===== src/pid_clamped_antiwindup_unit_assert.svh =====
// Assertion macros shared by the controller modules.
`ifndef PID_CLAMPED_ANTIWINDUP_UNIT_ASSERT_SVH
`define PID_CLAMPED_ANTIWINDUP_UNIT_ASSERT_SVH

// Same-cycle implication, checked outside reset.
`define PCA_ASSERT_IMPL(lbl, ante, cons) \
    lbl: assert property (@(posedge i_clk) disable iff (!i_rst_n) (ante) |-> (cons)) \
        else $error("assertion failed");

// Next-cycle implication, checked outside reset.
`define PCA_ASSERT_NEXT(lbl, ante, cons) \
    lbl: assert property (@(posedge i_clk) disable iff (!i_rst_n) (ante) |=> (cons)) \
        else $error("assertion failed");

`endif


===== src/pca_pkg.sv =====
// Shared constants, register codes and width helpers of the PID controller.
package pca_pkg;

    localparam int ERR_W      = 32;
    localparam int LIM_W      = 31;
    localparam int DE_W       = ERR_W + 1;
    localparam int PROD_W     = 2 * ERR_W;
    localparam int DPROD_W    = ERR_W + DE_W;
    localparam int DCLIP_W    = LIM_W + 2;
    localparam int CFG_IDX_W  = 2;
    localparam int CFG_DATA_W = 32;

    localparam int DATA_WIDTH_DEF = 32;
    localparam int FRAC_BITS_DEF  = 16;

    localparam logic [CFG_IDX_W-1:0] REG_P_GAIN      = 2'd0;
    localparam logic [CFG_IDX_W-1:0] REG_I_STEP_GAIN = 2'd1;
    localparam logic [CFG_IDX_W-1:0] REG_D_RATE_GAIN = 2'd2;
    localparam logic [CFG_IDX_W-1:0] REG_CLIP_LIMIT  = 2'd3;

    localparam logic [LIM_W-1:0] LIM_RESET = 31'd6553600;

    function automatic int imax(input int a, input int b);
        return (a > b) ? a : b;
    endfunction

    // Width of a gain times error product after the fraction shift.
    function automatic int ps_w(input int frac);
        return PROD_W - frac;
    endfunction

    // Width of the proportional plus clipped derivative sum.
    function automatic int pd_w(input int frac);
        return imax(ps_w(frac), DCLIP_W) + 1;
    endfunction

endpackage


===== src/pca_integ.sv =====
// Result stage: integral update, output clip with back-calculation, result register.
`include "pid_clamped_antiwindup_unit_assert.svh"

module pca_integ import pca_pkg::*; #(
    parameter int DATA_WIDTH = DATA_WIDTH_DEF,
    parameter int FRAC_BITS  = FRAC_BITS_DEF
) (
    input  logic                              i_clk,
    input  logic                              i_rst_n,
    input  logic                              i_valid,
    output logic                              o_ready,
    input  logic signed [pd_w(FRAC_BITS)-1:0] i_pd,
    input  logic signed [ps_w(FRAC_BITS)-1:0] i_i_inc,
    input  logic signed [DATA_WIDTH-1:0]      i_rw_hi,
    input  logic signed [DATA_WIDTH-1:0]      i_rw_lo,
    input  logic                              i_dclip,
    input  logic        [LIM_W-1:0]           i_lim,
    input  logic signed [ERR_W-1:0]           i_i_gain,
    output logic                              o_valid,
    input  logic                              i_ready,
    output logic signed [ERR_W-1:0]           o_drive,
    output logic                              o_oclip,
    output logic                              o_dclip
);

    localparam int PS  = ps_w(FRAC_BITS);
    localparam int PDW = pd_w(FRAC_BITS);
    localparam int AW  = imax(PS, DATA_WIDTH) + 1;
    localparam int SW  = imax(PDW, DATA_WIDTH) + 1;
    localparam logic signed [AW-1:0] SAT_HI =
        {{(AW - DATA_WIDTH + 1){1'b0}}, {(DATA_WIDTH - 1){1'b1}}};
    localparam logic signed [AW-1:0] SAT_LO = ~SAT_HI;

    logic                         r_valid;
    logic signed [DATA_WIDTH-1:0] r_integ;
    logic signed [ERR_W-1:0]      r_drive;
    logic                         r_oclip;
    logic                         r_dclip;

    logic                         w_load;
    logic signed [AW-1:0]         w_acc;
    logic signed [DATA_WIDTH-1:0] w_i_acc;
    logic signed [SW-1:0]         w_sum;
    logic signed [SW-1:0]         w_lim_s;
    logic signed [DATA_WIDTH-1:0] n_integ;
    logic signed [ERR_W-1:0]      n_drive;
    logic                         n_oclip;

    assign o_ready = !r_valid || i_ready;
    assign w_load  = i_valid && o_ready;

    always_comb begin
        w_acc = AW'(r_integ) + AW'(i_i_inc);
        if (i_i_gain == '0) begin
            w_i_acc = '0;
        end else if (w_acc > SAT_HI) begin
            w_i_acc = SAT_HI[DATA_WIDTH-1:0];
        end else if (w_acc < SAT_LO) begin
            w_i_acc = SAT_LO[DATA_WIDTH-1:0];
        end else begin
            w_i_acc = w_acc[DATA_WIDTH-1:0];
        end

        w_sum   = SW'(i_pd) + SW'(w_i_acc);
        w_lim_s = signed'(SW'(i_lim));
        if (w_sum > w_lim_s) begin
            n_drive = signed'(ERR_W'(i_lim));
            n_integ = i_rw_hi;
            n_oclip = 1'b1;
        end else if (w_sum < -w_lim_s) begin
            n_drive = -signed'(ERR_W'(i_lim));
            n_integ = i_rw_lo;
            n_oclip = 1'b1;
        end else begin
            n_drive = w_sum[ERR_W-1:0];
            n_integ = w_i_acc;
            n_oclip = 1'b0;
        end
    end

    always_ff @(posedge i_clk) begin
        if (!i_rst_n) begin
            r_valid <= 1'b0;
            r_integ <= '0;
        end else begin
            if (o_ready) begin
                r_valid <= i_valid;
            end
            if (w_load) begin
                r_integ <= n_integ;
            end
        end
    end

    always_ff @(posedge i_clk) begin
        if (w_load) begin
            r_drive <= n_drive;
            r_oclip <= n_oclip;
            r_dclip <= i_dclip;
        end
    end

    assign o_valid = r_valid;
    assign o_drive = r_drive;
    assign o_oclip = r_oclip;
    assign o_dclip = r_dclip;

    `PCA_ASSERT_NEXT(a_integ_holds_without_item, !w_load, $stable(r_integ))
    `PCA_ASSERT_NEXT(a_zero_gain_clears_integ, w_load && i_i_gain == '0 && !n_oclip, r_integ == '0)

endmodule


===== config.mk =====
export PLATFORM = sky130hd
export DESIGN_NAME = pca_integ
export DESIGN_NICKNAME = d
export VERILOG_FILES = /design/src/pca_pkg.sv /design/src/pca_integ.sv
export VERILOG_INCLUDE_DIRS = /design/src /design/src/src
export SDC_FILE = /design/constraint.sdc
export NUM_CORES = 1
export LEC_CHECK = 0
export BUFFER_PORTS_ARGS = -buffer_cell sky130_fd_sc_hd__buf_4
export CAP_MARGIN = 20
export CORE_MARGIN = 10
export CORE_UTILIZATION = 40
export CTS_CLUSTER_SIZE = 14
export DETAILED_ROUTE_END_ITERATION = 6
export GPL_TIMING_DRIVEN = 0
export SLEW_MARGIN = 30
export SYNTH_ARGS = -nofsm -noshare
export SYNTH_HDL_FRONTEND = slang
export SYNTH_SLANG_ARGS = --single-unit

===== constraint.sdc =====
create_clock -name i_clk -period 22.7 [get_ports i_clk]
set_input_delay 5.675 -clock i_clk [delete_from_list [all_inputs] [get_ports i_clk]]
set_output_delay 5.675 -clock i_clk [all_outputs]
set_load 0.005 [all_outputs]

# == Yosys cells after proc, flatten, opt, wreduce, memory -nomap -nowiden ==
# Cells that the tools add are included.
# totals
reg_bits,67
input_bits,229
output_inout_bits,36
wordCells,26
# op_classes
add_sub_neg,4
n_lt_le_gt_ge,4
mux,8
reduce_logical,4
# op_table
cell,count
32-bit two-way mux,6
49-bit by 32-bit adder with 50-bit output,1
50-bit by 32-bit greater-than comparator with 1-bit output,1
50-bit less-than comparator,1
31-bit negation with 50-bit output,1
32-bit by 48-bit adder with 49-bit output,1
"49-bit by 32-bit greater-than comparator with 1-bit output, second input constant",1
"49-bit by 32-bit less-than comparator with 1-bit output, second input constant",1
32-bit logical NOT,1
31-bit negation with 32-bit output,1
31-bit two-way mux,1
1-bit logical AND,1
1-bit logical NOT,1
1-bit logical OR,1
1-bit two-way mux,1

# == Logic depth before layout (Yosys ltp) ==
# logic_depth
ltp_word,9
ltp_mapped,40
mapped_depth_nobuf,38

# == Least setup slack after synthesis ==
# No wires, ideal clock.
# synth_path
kind,in2reg
start,input port i_i_inc[20]
end,"register r_drive[2] (netlist: o_drive[2]), data pin"
setup_time_ns,0.268
arrival_time_ns,13.182
t_required_ns,22.432
setup_slack_ns,9.250
path_stages,38
n_path_buf,4
path_cell_list,ha_1 -> clkbuf_1 -> nand4_1 -> nor4_1 -> or3b_1 -> a211o_1 -> o211ai_1 -> o2111ai_1 -> nor4_1 -> a41oi_1 -> clkbuf_1 -> a21o_1 -> ha_1 -> fa_1 -> a211oi_1 -> o211ai_1 -> nand4b_1 -> a21oi_1 -> [2 not listed] -> nand3_1 -> nand2_1 -> xnor2_1 -> inv_1 -> ha_1 -> o21ai_0 -> nand2b_1 -> a31o_2 -> a21oi_1 -> a31o_2 -> o211ai_1 -> nor3_1 -> nor4_1 -> o21ai_1 -> clkbuf_1 -> buf_2 -> mux2i_1 -> o22ai_1
# synth_via
elab_chain_len,9
elab_cells_between_ends,11
classes_between,2 x add/sub; 4 x order compare; 5 x mux
# synth_rtl
element,line,source
"start, declared",pca_integ.sv:13,"input logic signed [ps_w(FRAC_BITS)-1:0] i_i_inc,"
32-bit by 48-bit adder with 49-bit output *,pca_integ.sv:53,w_acc = AW'(r_integ) + AW'(i_i_inc);
49-bit by 32-bit less-than comparator with 1-bit output,pca_integ.sv:58,end else if (w_acc < SAT_LO) begin
32-bit two-way mux,pca_integ.sv:58,
32-bit two-way mux *,pca_integ.sv:56,end else if (w_acc > SAT_HI) begin
32-bit two-way mux *,pca_integ.sv:54,if (i_i_gain == '0) begin
49-bit by 32-bit adder with 50-bit output *,pca_integ.sv:64,w_sum = SW'(i_pd) + SW'(w_i_acc);
50-bit less-than comparator,pca_integ.sv:70,end else if (w_sum < -w_lim_s) begin
32-bit two-way mux,pca_integ.sv:70,
31-bit two-way mux *,pca_integ.sv:66,if (w_sum > w_lim_s) begin
net n_drive[2],pca_integ.sv:46,logic signed [ERR_W-1:0] n_drive;
"end signal, assigned",pca_integ.sv:97,r_drive <= n_drive;
"end, declared",pca_integ.sv:36,logic signed [ERR_W-1:0] r_drive;
# Mark *: on every way through the listed nets, which the timed path passes. The rest lies on a longest branch.
# A chain may end at the register's enable or synchronous reset.

# == Final worst setup path ==
# layout_path
start,input port i_i_inc[20]
end,"register r_drive[6] (netlist: o_drive[6]), data pin"
# The elaborated chain is that of the path after synthesis.

==> flow_summary.toml <==
[setup_path]
crit_top_cell = "clkbuf_1"
worst_r2r_endpoint = "o_drive[6]"
cp_num_buf_inv = 5
end_kind = "flip-flop"
cp_top_family = "compound AO/OA/AOI/OAI gates"
cp-endpoint = "o_drive[6]"
cp_max_fo = 10
reg2regPathDepth = 33
critPathMaxStageDelay_ns = 0.82
critPathLaunch = "i_i_inc[20]"
crit_required_ns = 22.77
reg2reg_from = "r_integ[31]"
arrival_ns = 16.81
path_class = "in -> reg"
critPathLaunchType = "primary input"
cp.depth = 34
worst-r2r-setup-slack_ns = 11.06
cpMaxStageDelayCell = "nor4_2"

[placement]
place.detailed.hpwl_um = 44690
place_congestion = 0.9568
placed_area_um2 = 15510
place_inst = 2464
io_buffer_count = 263

[run]
maxCapViolations = 0

[clocking]
cts_buffers = 9
ctsResizeCount = 0
cts_tree = "yes"
post_cts_buffers = 0
cts_buffer_depth = 2
h-tree-depth = 3
cts_sinks = 67
cts.hold.buffers_added = 0
clockRootBuffer = "clkbuf_16"
clk_latency_ns = 0.35
clkSlewWorstSetupHoldPaths_ns = 0.07

[sta]
setup_viol = 0
fmax_mhz = 59.74
hold_violations = 0
clock_skew_ns = 0.009461
rsz0062_at_grt = "false"
worst_pin_slew_ns = 1.008
holdWs_ns = 0.5634
period_needed_ns = 16.74
slew_violations = 0
min_period_over_period_pct = 73.74
fin_tns_setup_ns = 0
slew_headroom_pct = 32.77

[logic_synthesis]
netlist_instances = 1766
ys_warn_count = 0
syn_nets = 2172
synth.avg_cell_area_um2 = 7.348
synth_ff_type = "edfxtp_1"
synth_seq_cells = 67
ys_seq_area_share_pct = 12.96
synth_area_leaders = "ha_1 17%, edfxtp_1 7.9%, a21oi_1 6.7%, dfxtp_1 5.1%, nand2_1 4.8%"
syn_area_um2 = 12980
synth.distinct_cells = 85
async_flop_share_pct = 0
yosysTopAreaCellShare_pct = 16.87
synth_area_leader_cell = "ha_1"
synth_edf_count = 34

[pwr]
irDropWorstVdd_uv = 59.98
power_density_nw_per_um2 = 129.9
power_mw = 2.058
p_leak_nw = 7.206

[routing]
firstDrtPassIters = 5
routedWlPerCell_um = 21.13
vias = 14600
drt.antenna.violating_nets = 0
drc_errors = 0
drt_wl_total_um = 52450
via_per_inst = 5.881
dr.first_iter.drc_count = 1326

[die]
initial_utilization_pct = 40.81
rows = 65
die_h_um = 200.1
ios = 265
die_w_um = 200.1
die_area_um2 = 40040
coreArea_um2 = 31800

[layout]
stdcell_count = 2482
fin_nets = 2446
area_growth_pct = 22.08
multi_input_area_um2 = 10600
fillers = 3192
final_cell_mix = "263 x buf_4, 175 x a21oi_1, 175 x ha_1"
final_area_um2 = 15840
drive_gt1_share_pct = 16.23
final_common_cell = "buf_4"
seqCellArea_um2 = 1682

[worst_hold_path]
hp-class = "reg -> reg"

[status]
status = "finished clean"

[global_routing]
grt_usage_pct = 24.89
grt_remaining_overflow = 0
grt_start_max_net_pins = 44
grt_pass1_vias = 13950
grt_pass1_wl_um = 80630
antenna_found_initial = 4
[flip-flops by register name, summed over array words and instances, names as in the netlist]
name and count:
o_dclip 1, r_integ 32, o_valid 1, o_drive 32
o_oclip 1
[power by group]
| group | switching (mW) | total, mW | leakage (nW) | internal (mW) |
|---|---|---|---|---|
| combinational | 1.05 | 1.71 | 6.45 | 0.657 |
| sequential | 0.0178 | 0.194 | 0.603 | 0.176 |
| clock | 0.0605 | 0.158 | 0.153 | 0.0971 |
| total | 1.13 | 2.06 | 7.21 | 0.930 |
[cell usage after synthesis (33+ instances only)]
master and instances:
nand4_1 53, dfxtp_1 33, nor2_1 148, nand2_1 165, ha_1 175, clkbuf_1 73
inv_1 90, xor2_1 37, mux2i_1 57, o21a_1 43, edfxtp_1 34, a21oi_1 175
xnor2_1 66, a21o_1 66, o21ai_0 104
[worst min path at each step]
| stage | startpoint | endpoint | slack, ns | cells after the start |
|---|---|---|---|---|
| after floorplan | r_integ[27] | r_integ[27] | 0.51 | 2 |
| after global placement | o_valid | o_valid | 0.55 | 2 |
| after detailed placement | o_valid | o_valid | 0.56 | 2 |
| after CTS | o_valid | o_valid | 0.57 | 2 |
| after global routing | o_valid | o_valid | 0.61 | 2 |
| final | o_valid | o_valid | 0.56 | 2 |
[final cells by class]
cell class	count	share of cell area [%]
diodes	2	0.03159
repair buffers	263	12.46
multi-input cells	1518	66.89
clock buffers	9	1.422
well taps	435	3.436
plain buffers	89	2.338
clock inverters	7	0.6240
flip-flops and latches	67	10.62
inverters	92	2.180
[through the flow]
step	utilization [%]	setup WS (ns)
6_report	49.82	5.961
2_1_floorplan	-	9.250
4_1_cts	49.80	6.272
5_1_grt	49.80	5.399
3_3_place_gp	48.73	5.533
3_5_place_dp	48.78	5.968
[per-layer routing]
| metal | share of wire, % | vias to the layer above | global-route usage [%] |
|---|---|---|---|
| li1 | - | 7192 | - |
| met1 | 47 | 6846 | 34.66 |
| met2 | 44 | 516 | 38.46 |
| met3 | 7.6 | 43 | 5.255 |
| met4 | 1.4 | 0 | 5.179 |
| met5 | 0 | - | 0 |
[worst register-to-register path: cells and delay by family (launching register included)]
kind	cells	cell delay, ns
xor gates and xnor gates	1	0.24
AOI/OAI and AO/OA	16	4.34
and+or+nand+nor	7	2.18
buffers and inverters	4	2.05
DFF	1	0.84
adders and majority gates	5	1.70
[logic make-up (layout without fill, tap and decap cells)]
group | count (synthesis) | after routing | synth area share, %
compound gates | 597 | 597 | 30.39
xor+xnor | 103 | 103 | 6.952
other cells | 0 | 2 | 0
flops | 67 | 67 | 12.96
simple gates | 579 | 579 | 22.21
buf+inv | 181 | 460 | 5.486
fa+ha+maj | 178 | 178 | 17.26
mux | 61 | 61 | 4.744
Note: power is estimated with default switching activity, not from simulation.
