$ cat config.mk
export PLATFORM = sky130hd
export DESIGN_NAME = pca_prep
export DESIGN_NICKNAME = d
export VERILOG_FILES = /design/src/pid_clamped_antiwindup_unit_assert.svh /design/src/pca_pkg.sv /design/src/pca_prep.sv
export SDC_FILE = /design/constraint.sdc
export NUM_CORES = 1
export LEC_CHECK = 0
export BUFFER_PORTS_ARGS = -buffer_cell sky130_fd_sc_hd__clkbuf_2
export CAP_MARGIN = 25
export CORE_MARGIN = 2
export CORE_UTILIZATION = 23
export DETAILED_ROUTE_END_ITERATION = 6
export MAX_ROUTING_LAYER = met4
export PLACE_DENSITY = 0.52
export SYNTH_ARGS = -nofsm -noshare
export SYNTH_HDL_FRONTEND = slang
export SYNTH_SLANG_ARGS = --single-unit
$ cat constraint.sdc
create_clock -name i_clk -period 23.9 [get_ports i_clk]
set_input_delay 3.585 -clock i_clk [delete_from_list [all_inputs] [get_ports i_clk]]
set_output_delay 3.585 -clock i_clk [all_outputs]
set_load 0.02 [all_outputs]
$ cat src/pid_clamped_antiwindup_unit_assert.svh
// Assertion macros shared by the controller modules.
`ifndef PID_CLAMPED_ANTIWINDUP_UNIT_ASSERT_SVH
`define PID_CLAMPED_ANTIWINDUP_UNIT_ASSERT_SVH

// Same-cycle implication, checked outside reset.
`define PCA_ASSERT_IMPL(lbl, ante, cons) \
    lbl: assert property (@(posedge i_clk) disable iff (!i_rst_n) (ante) |-> (cons)) \
        else $error("assertion failed");

// Next-cycle implication, checked outside reset.
`define PCA_ASSERT_NEXT(lbl, ante, cons) \
    lbl: assert property (@(posedge i_clk) disable iff (!i_rst_n) (ante) |=> (cons)) \
        else $error("assertion failed");

`endif

$ cat src/pca_pkg.sv
// Shared constants, register codes and width helpers of the PID controller.
package pca_pkg;

    localparam int ERR_W      = 32;
    localparam int LIM_W      = 31;
    localparam int DE_W       = ERR_W + 1;
    localparam int PROD_W     = 2 * ERR_W;
    localparam int DPROD_W    = ERR_W + DE_W;
    localparam int DCLIP_W    = LIM_W + 2;
    localparam int CFG_IDX_W  = 2;
    localparam int CFG_DATA_W = 32;

    localparam int DATA_WIDTH_DEF = 32;
    localparam int FRAC_BITS_DEF  = 16;

    localparam logic [CFG_IDX_W-1:0] REG_P_GAIN      = 2'd0;
    localparam logic [CFG_IDX_W-1:0] REG_I_STEP_GAIN = 2'd1;
    localparam logic [CFG_IDX_W-1:0] REG_D_RATE_GAIN = 2'd2;
    localparam logic [CFG_IDX_W-1:0] REG_CLIP_LIMIT  = 2'd3;

    localparam logic [LIM_W-1:0] LIM_RESET = 31'd6553600;

    function automatic int imax(input int a, input int b);
        return (a > b) ? a : b;
    endfunction

    // Width of a gain times error product after the fraction shift.
    function automatic int ps_w(input int frac);
        return PROD_W - frac;
    endfunction

    // Width of the proportional plus clipped derivative sum.
    function automatic int pd_w(input int frac);
        return imax(ps_w(frac), DCLIP_W) + 1;
    endfunction

endpackage

$ cat src/pca_prep.sv
// Scaling stage: fraction shift, derivative clip, partial sums and rewrite values.
module pca_prep import pca_pkg::*; #(
    parameter int DATA_WIDTH = DATA_WIDTH_DEF,
    parameter int FRAC_BITS  = FRAC_BITS_DEF
) (
    input  logic                              i_clk,
    input  logic                              i_rst_n,
    input  logic                              i_valid,
    output logic                              o_ready,
    input  logic signed [PROD_W-1:0]          i_p_prod,
    input  logic signed [PROD_W-1:0]          i_i_prod,
    input  logic signed [DPROD_W-1:0]         i_d_prod,
    input  logic        [LIM_W-1:0]           i_lim,
    output logic                              o_valid,
    input  logic                              i_ready,
    output logic signed [pd_w(FRAC_BITS)-1:0] o_pd,
    output logic signed [ps_w(FRAC_BITS)-1:0] o_i_inc,
    output logic signed [DATA_WIDTH-1:0]      o_rw_hi,
    output logic signed [DATA_WIDTH-1:0]      o_rw_lo,
    output logic                              o_dclip
);

    localparam int PS  = ps_w(FRAC_BITS);
    localparam int PDW = pd_w(FRAC_BITS);
    localparam int DS  = DPROD_W - FRAC_BITS;
    localparam int LW  = imax(PS, DATA_WIDTH) + 2;
    localparam logic signed [LW-1:0] SAT_HI =
        {{(LW - DATA_WIDTH + 1){1'b0}}, {(DATA_WIDTH - 1){1'b1}}};
    localparam logic signed [LW-1:0] SAT_LO = ~SAT_HI;

    logic                         r_valid;
    logic signed [PDW-1:0]        r_pd;
    logic signed [PS-1:0]         r_i_inc;
    logic signed [DATA_WIDTH-1:0] r_rw_hi;
    logic signed [DATA_WIDTH-1:0] r_rw_lo;
    logic                         r_dclip;

    logic signed [PS-1:0]         w_p;
    logic signed [DS-1:0]         w_d;
    logic signed [DS-1:0]         w_lim_d;
    logic signed [DCLIP_W-1:0]    w_dc;
    logic signed [LW-1:0]         w_lim_l;
    logic signed [LW-1:0]         w_hi_raw;
    logic signed [LW-1:0]         w_lo_raw;
    logic signed [PDW-1:0]        n_pd;
    logic signed [DATA_WIDTH-1:0] n_rw_hi;
    logic signed [DATA_WIDTH-1:0] n_rw_lo;
    logic                         n_dclip;

    assign o_ready = !r_valid || i_ready;

    always_comb begin
        w_p     = i_p_prod[PROD_W-1:FRAC_BITS];
        w_d     = i_d_prod[DPROD_W-1:FRAC_BITS];
        w_lim_d = signed'(DS'(i_lim));
        n_dclip = 1'b1;
        if (w_d > w_lim_d) begin
            w_dc = signed'(DCLIP_W'(i_lim));
        end else if (w_d < -w_lim_d) begin
            w_dc = -signed'(DCLIP_W'(i_lim));
        end else begin
            w_dc    = DCLIP_W'(w_d);
            n_dclip = 1'b0;
        end
        n_pd = PDW'(w_p) + PDW'(w_dc);

        w_lim_l  = signed'(LW'(i_lim));
        w_hi_raw = w_lim_l - LW'(w_p);
        w_lo_raw = -w_lim_l - LW'(w_p);
        if (w_hi_raw > SAT_HI) begin
            n_rw_hi = SAT_HI[DATA_WIDTH-1:0];
        end else if (w_hi_raw < SAT_LO) begin
            n_rw_hi = SAT_LO[DATA_WIDTH-1:0];
        end else begin
            n_rw_hi = w_hi_raw[DATA_WIDTH-1:0];
        end
        if (w_lo_raw > SAT_HI) begin
            n_rw_lo = SAT_HI[DATA_WIDTH-1:0];
        end else if (w_lo_raw < SAT_LO) begin
            n_rw_lo = SAT_LO[DATA_WIDTH-1:0];
        end else begin
            n_rw_lo = w_lo_raw[DATA_WIDTH-1:0];
        end
    end

    always_ff @(posedge i_clk) begin
        if (!i_rst_n) begin
            r_valid <= 1'b0;
        end else if (o_ready) begin
            r_valid <= i_valid;
        end
    end

    always_ff @(posedge i_clk) begin
        if (i_valid && o_ready) begin
            r_pd    <= n_pd;
            r_i_inc <= i_i_prod[PROD_W-1:FRAC_BITS];
            r_rw_hi <= n_rw_hi;
            r_rw_lo <= n_rw_lo;
            r_dclip <= n_dclip;
        end
    end

    assign o_valid = r_valid;
    assign o_pd    = r_pd;
    assign o_i_inc = r_i_inc;
    assign o_rw_hi = r_rw_hi;
    assign o_rw_lo = r_rw_lo;
    assign o_dclip = r_dclip;

endmodule

After elaboration in Yosys (flattened, before gate mapping)
Index checks and enable logic that the tools add are counted.
{ "op_classes": {"order_cmp": 6, "n_reduce_logical": 3, "mux": 5, "addsub": 6} }
{ "ops": {"columns": ["operator", "count"], "rows": [
  ["$mux W33", 2],
  ["$mux W32", 2],
  ["$gt A50 B32 Y1 const B", 1],
  ["$lt A50 B32 Y1 const B", 1],
  ["$neg A31 Y50", 1],
  ["$sub A50 B48 Y50", 1],
  ["$add A48 B33 Y49", 1],
  ["$gt A49 B32 Y1", 1],
  ["$gt A49 B32 Y1 const B", 1],
  ["$lt A49 B32 Y1 const B", 1],
  ["$lt A49 B49 Y1", 1],
  ["$neg A31 Y49", 1],
  ["$sub A32 B48 Y49", 1],
  ["$neg A31 Y33", 1],
  ["$logic_and A1 B1 Y1", 1],
  ["$logic_not A1 Y1", 1],
  ["$logic_or A1 B1 Y1", 1],
  ["$mux W1", 1]
]} }
{ "word_totals": {"out_inout_bits": 164, "regBits": 163, "in_bits": 228, "wordCells": 26} }

Depth between registers and ports, before layout
{ "depth": {"ltp_word": 5, "depth_mapped": 38, "mapped_depth_nobuf": 35} }

Worst setup path before layout
Ideal clock, no wire load.
{ "synth_timing": {"path_kind": "input to register", "from": "input port i_lim[2]", "to": "register r_pd[45] (netlist: o_pd[45]), data pin", "t_arrival_ps": 10955, "t_required_ps": 23635, "path_stages": 35, "n_path_buf": 5, "setup_time_ps": 265, "path_slack_ps": 12680, "cell_sequence": "nor3_1 > and3_1 > and3_1 > and3_1 > buf_2 > nand3_1 > nor3b_2 > and2_1 > buf_2 > nor2b_1 > ha_1 > a21o_1 > a21o_1 > a21o_1 > a21oi_1 > nor2b_1 > o31ai_1 > o311a_1 > mux2i_1 > clkbuf_1 > buf_1 > nor2_1 > a211oi_1 > ha_1 > clkbuf_1 > a21oi_1 > nor2b_1 > o21ai_0 > nand2b_1 > a21o_1 > a21oi_1 > a21oi_1 > nor2_1 > o21ai_0 > xor2_1"} }
{ "synth_between": {"elab_chain_cells": 5, "elab_cells_between_ends": 7, "classes_between": "add/sub (3); order compare (2); mux (2)"} }
{ "synth_rtl": {"columns": ["element", "line", "rtl"], "rows": [
  ["start, declared", "pca_prep.sv:13", "input logic [LIM_W-1:0] i_lim,"],
  ["$neg A31 Y49", "pca_prep.sv:59", "end else if (w_d < -w_lim_d) begin"],
  ["$lt A49 B49 Y1", "pca_prep.sv:59", null],
  ["$mux W33", "pca_prep.sv:59", null],
  ["$mux W33 (*)", "pca_prep.sv:57", "if (w_d > w_lim_d) begin"],
  ["$add A48 B33 Y49 (*)", "pca_prep.sv:65", "n_pd = PDW'(w_p) + PDW'(w_dc);"],
  ["named net n_pd[45]", "pca_prep.sv:45", "logic signed [PDW-1:0] n_pd;"],
  ["end signal, assigned", "pca_prep.sv:96", "r_pd <= n_pd;"],
  ["end, declared", "pca_prep.sv:32", "logic signed [PDW-1:0] r_pd;"]
]} }
Mark *: on every way through the listed nets, which the timed path passes. The rest lies on a longest branch.
A chain may end at the register's enable or synchronous reset.

Final worst setup path
Ends and elaborated chain as after synthesis.

==> flow_summary.toml <==
[final_layout]
multi_input_comb_area_um2 = 11700
mostFrequentLayoutCell = "sky130_fd_sc_hd__clkbuf_2"
final_util = 0.276
syn_to_final_growth_pct = 19.4
layout.area.seq_um2 = 4880
final_cell_count_no_fill = 3268
share_of_post_route_cells_with_drive_strength_above_1 = 0.208
design.final.nets = 2747
layout.cells.most_common_list = "sky130_fd_sc_hd__clkbuf_2, sky130_fd_sc_hd__ha_1, sky130_fd_sc_hd__edfxtp_1, sky130_fd_sc_hd__inv_1, sky130_fd_sc_hd__a21oi_1"
final_cell_area_excluding_filler_cells_um2 = 20900
number_of_inserted_filler_cells_in_the_final_layout = 8200

[floorplanning]
dieArea_um2 = 78200
rows = 101
die-height_um = 280
initial_core_util = 0.231
design.core.area_um2 = 75600
boundary_pins = 392
x_dimension_of_the_die_um = 280

[timing]
finalHoldViolations = 0
min_period_over_period = 0.561
fmax_ghz = 0.0746
fin_skew_ps = 17.4
finalWorstSetupSlack_ps = 10500
maxSlewHeadroom = 0.373
slew_violations = 0
period_needed_ps = 13400
setup_viol_count_final = 0
unrepaired_setup_endpoints_after_global_routing = "no"
worst-slew-pin-transition_ps = 931
totalNegativeSetupSlack_ps = 0

[critical_path]
timing.critical_path.slowest_stage_cell = "sky130_fd_sc_hd__nor4_1"
cp-start-kind = "input port"
critical_path_peak_fanout = 51
worstSetupEndpointType = "register"
critPathMaxStageDelay_ps = 710
crit-reg2reg-launch = "o_valid"
crit_buf_inv = 2
worst_ep_required_time_ps = 24120
worstRegToRegCells = 3
worst-r2r-setup-slack_ps = 21700
r2r_end = "o_pd[7]"
critical-path-top-delay-family = "simple AND/OR/NAND/NOR gates"
timing.setup.critical_path_class = "in -> reg"
critPathMostFrequentCell = "sky130_fd_sc_hd__o21ai_0"
cp.arrival_ps = 13620

[clock_network]
worstSkewPairLatency_ps = 500
cts_tree = "done"
cts_hold_buffers = 0
cts_post_setup_buffers_inserted = 0
cts-resized-gates = 0
clockRootBuffer = "sky130_fd_sc_hd__clkbuf_16"
clock_transition_at_the_registers_of_the_reported_paths_ps = 70
numClockSinks = 163
cts_htree_levels = 4
clock_tree.buffer_depth = 2
cts-buffers-inserted = 17

[synth]
post_synth_main_area_contributors = "sky130_fd_sc_hd__edfxtp_1, sky130_fd_sc_hd__ha_1, sky130_fd_sc_hd__xnor2_1"
synthesis.instances = 1955
syn_nets = 2439
netlist-cell-type-count = 96
asr_flop_ratio_synth = 0
synth_sequential_area_ratio = 0.280
flops_latches_synth = 163
post_synth.cell_area_avg_um2 = 8.94
netlist.top_cell.by_area = "sky130_fd_sc_hd__edfxtp_1"
share_of_the_synthesized_area_in_the_top_cell_type = 0.278
dominant_register_cell_in_the_synthesized_netlist = "sky130_fd_sc_hd__edfxtp_1"
mappedNetlistArea_um2 = 17500
synth-edff-count = 162
synth-warning-count = 0

[placement]
placedCellCount = 3222
buffer_ports.inserted = 343
dp_hpwl_um = 51600
place_congestion = 0.904
post_dp_cell_area_um2 = 20200
dpl_worst_slack_ps = 10050

[run]
max_cap_violations = 0

[hold_path]
min_path_type = "reg -> reg"
hold_path_startpoint = "o_valid"
worst_hold_path.endpoint = "o_valid"
min_path_cells = 2

[grt]
groute.usage.overall = 0.160
grt_antenna_before_repair = 14
grt_remaining_overflow = 0
global_route_wire_length_before_repair_um = 92400
largest_net_degree_at_the_start_of_global_routing = 65
via_count_of_the_first_global_routing_pass = 15000

[drt]
finalWirelength_um = 61600
detail_route.drc_violations = 0
routed-via-count = 15600
avgViaCountPerCell = 4.78
drt-pass1-iter-count = 5
wire_per_inst_um = 18.9
initialDrtViolationCount = 975
antenna_left = 0

[power_and_ir_drop]
max-vdd-ir-drop_mv = 0.0607
power.static_leakage_nw = 9.39
pwr_density_cell_nw_per_um2 = 52.6

[outcome]
run_status = "complete, no violations"
-- kinds of logic after synthesis --
family,after synthesis,share of synthesized area
buffers and inverters,223,0.0514
adder cells (fa/ha/maj),256,0.185
flip-flops,163,0.280
AO/OA/AOI/OAI,613,0.239
multiplexers,34,0.0209
XOR/XNOR,149,0.0747
AND/OR/NAND/NOR,517,0.150
-- flip-flops by register name, indices dropped and copies added, names as in the netlist --
signal	count
o_dclip	1
o_rw_hi	32
o_valid	1
o_rw_lo	32
o_pd	49
o_i_inc	48
-- layer usage --
| layer | global-route usage | wire length, um | vias up |
|---|---|---|---|
| li1 | - | - | 7904 |
| met1 | 0.216 | 30100 | 7276 |
| met2 | 0.241 | 27500 | 370 |
| met3 | 0.0295 | 2660 | 56 |
| met4 | 0.0507 | 1360 | 0 |
| met5 | - | 0 | - |
-- Yosys cell counts, types with 5 or more instances --
library cell                  n
sky130_fd_sc_hd__ha_1       253
sky130_fd_sc_hd__edfxtp_1   162
sky130_fd_sc_hd__inv_1      155
sky130_fd_sc_hd__a21oi_1    154
sky130_fd_sc_hd__nor2_1     134
sky130_fd_sc_hd__nand2_1    119
sky130_fd_sc_hd__xnor2_1    112
sky130_fd_sc_hd__a21o_1     106
sky130_fd_sc_hd__o21ai_0     87
sky130_fd_sc_hd__nand4_1     41
sky130_fd_sc_hd__xor2_1      37
sky130_fd_sc_hd__nand3_1     36
sky130_fd_sc_hd__nor2b_1     36
sky130_fd_sc_hd__clkbuf_1    35
sky130_fd_sc_hd__nor3_1      30
sky130_fd_sc_hd__o21ai_2     30
sky130_fd_sc_hd__nor4_1      29
sky130_fd_sc_hd__a31oi_1     24
sky130_fd_sc_hd__o21a_1      21
sky130_fd_sc_hd__buf_2       20
sky130_fd_sc_hd__a211oi_1    19
sky130_fd_sc_hd__mux2_2      19
sky130_fd_sc_hd__o31ai_1     18
sky130_fd_sc_hd__o21bai_1    17
sky130_fd_sc_hd__and3_1      16
sky130_fd_sc_hd__nand2b_1    16
sky130_fd_sc_hd__o211ai_1    15
sky130_fd_sc_hd__mux2i_1     14
sky130_fd_sc_hd__o22ai_1     14
sky130_fd_sc_hd__o21ai_1     13
sky130_fd_sc_hd__and2_1      12
sky130_fd_sc_hd__a21boi_0     9
sky130_fd_sc_hd__and4_1       8
sky130_fd_sc_hd__or3_1        8
sky130_fd_sc_hd__a221oi_1     7
sky130_fd_sc_hd__o2111ai_1    7
sky130_fd_sc_hd__a41oi_1      5
sky130_fd_sc_hd__or4_1        5
-- worst reg2reg max path, cell delays in order, from the launching register on --
cell	delay [ps]
sky130_fd_sc_hd__dfxtp_1	320
sky130_fd_sc_hd__nand2b_1	100
sky130_fd_sc_hd__and2_4	570
sky130_fd_sc_hd__buf_4	780
-- power breakdown --
part	leakage [nW]	total (mW)	internal [mW]	switching (mW)
clock network	0.284	0.283	0.139	0.144
logic	7.54	0.449	0.164	0.285
registers	1.56	0.366	0.356	0.00941
-- worst max-delay path by stage --
stage                     startpoint  slack [ps]        to  cells after the start
final                       i_lim[2]       10500  o_pd[45]                     32
after global routing        i_lim[1]        9790  o_pd[41]                     32
after CTS                   i_lim[1]       10560  o_pd[45]                     32
after detailed placement    i_lim[1]       10050  o_pd[45]                     32
after global placement      i_lim[2]       10060  o_pd[45]                     32
after floorplan             i_lim[2]       12680  o_pd[45]                     35
-- area by class of cell --
cell class                      instances  share of cell area
Antenna cell                           14             0.00168
Tap cell                              978              0.0587
Sequential cell                       163               0.234
Clock buffer                           18              0.0206
Inverter                              160              0.0288
Clock inverter                         14             0.00684
Multi-Input combinational cell       1569               0.563
Timing Repair Buffer                  352              0.0859
-- through the flow --
stage               power [mW]  hold slack, ps
global placement         0.822             533
detailed placement       0.821             577
floorplan                0.678             750
CTS                       1.12             587
finish                    1.10             563
global route              1.17             619
Power figures use the tool's default switching activity.
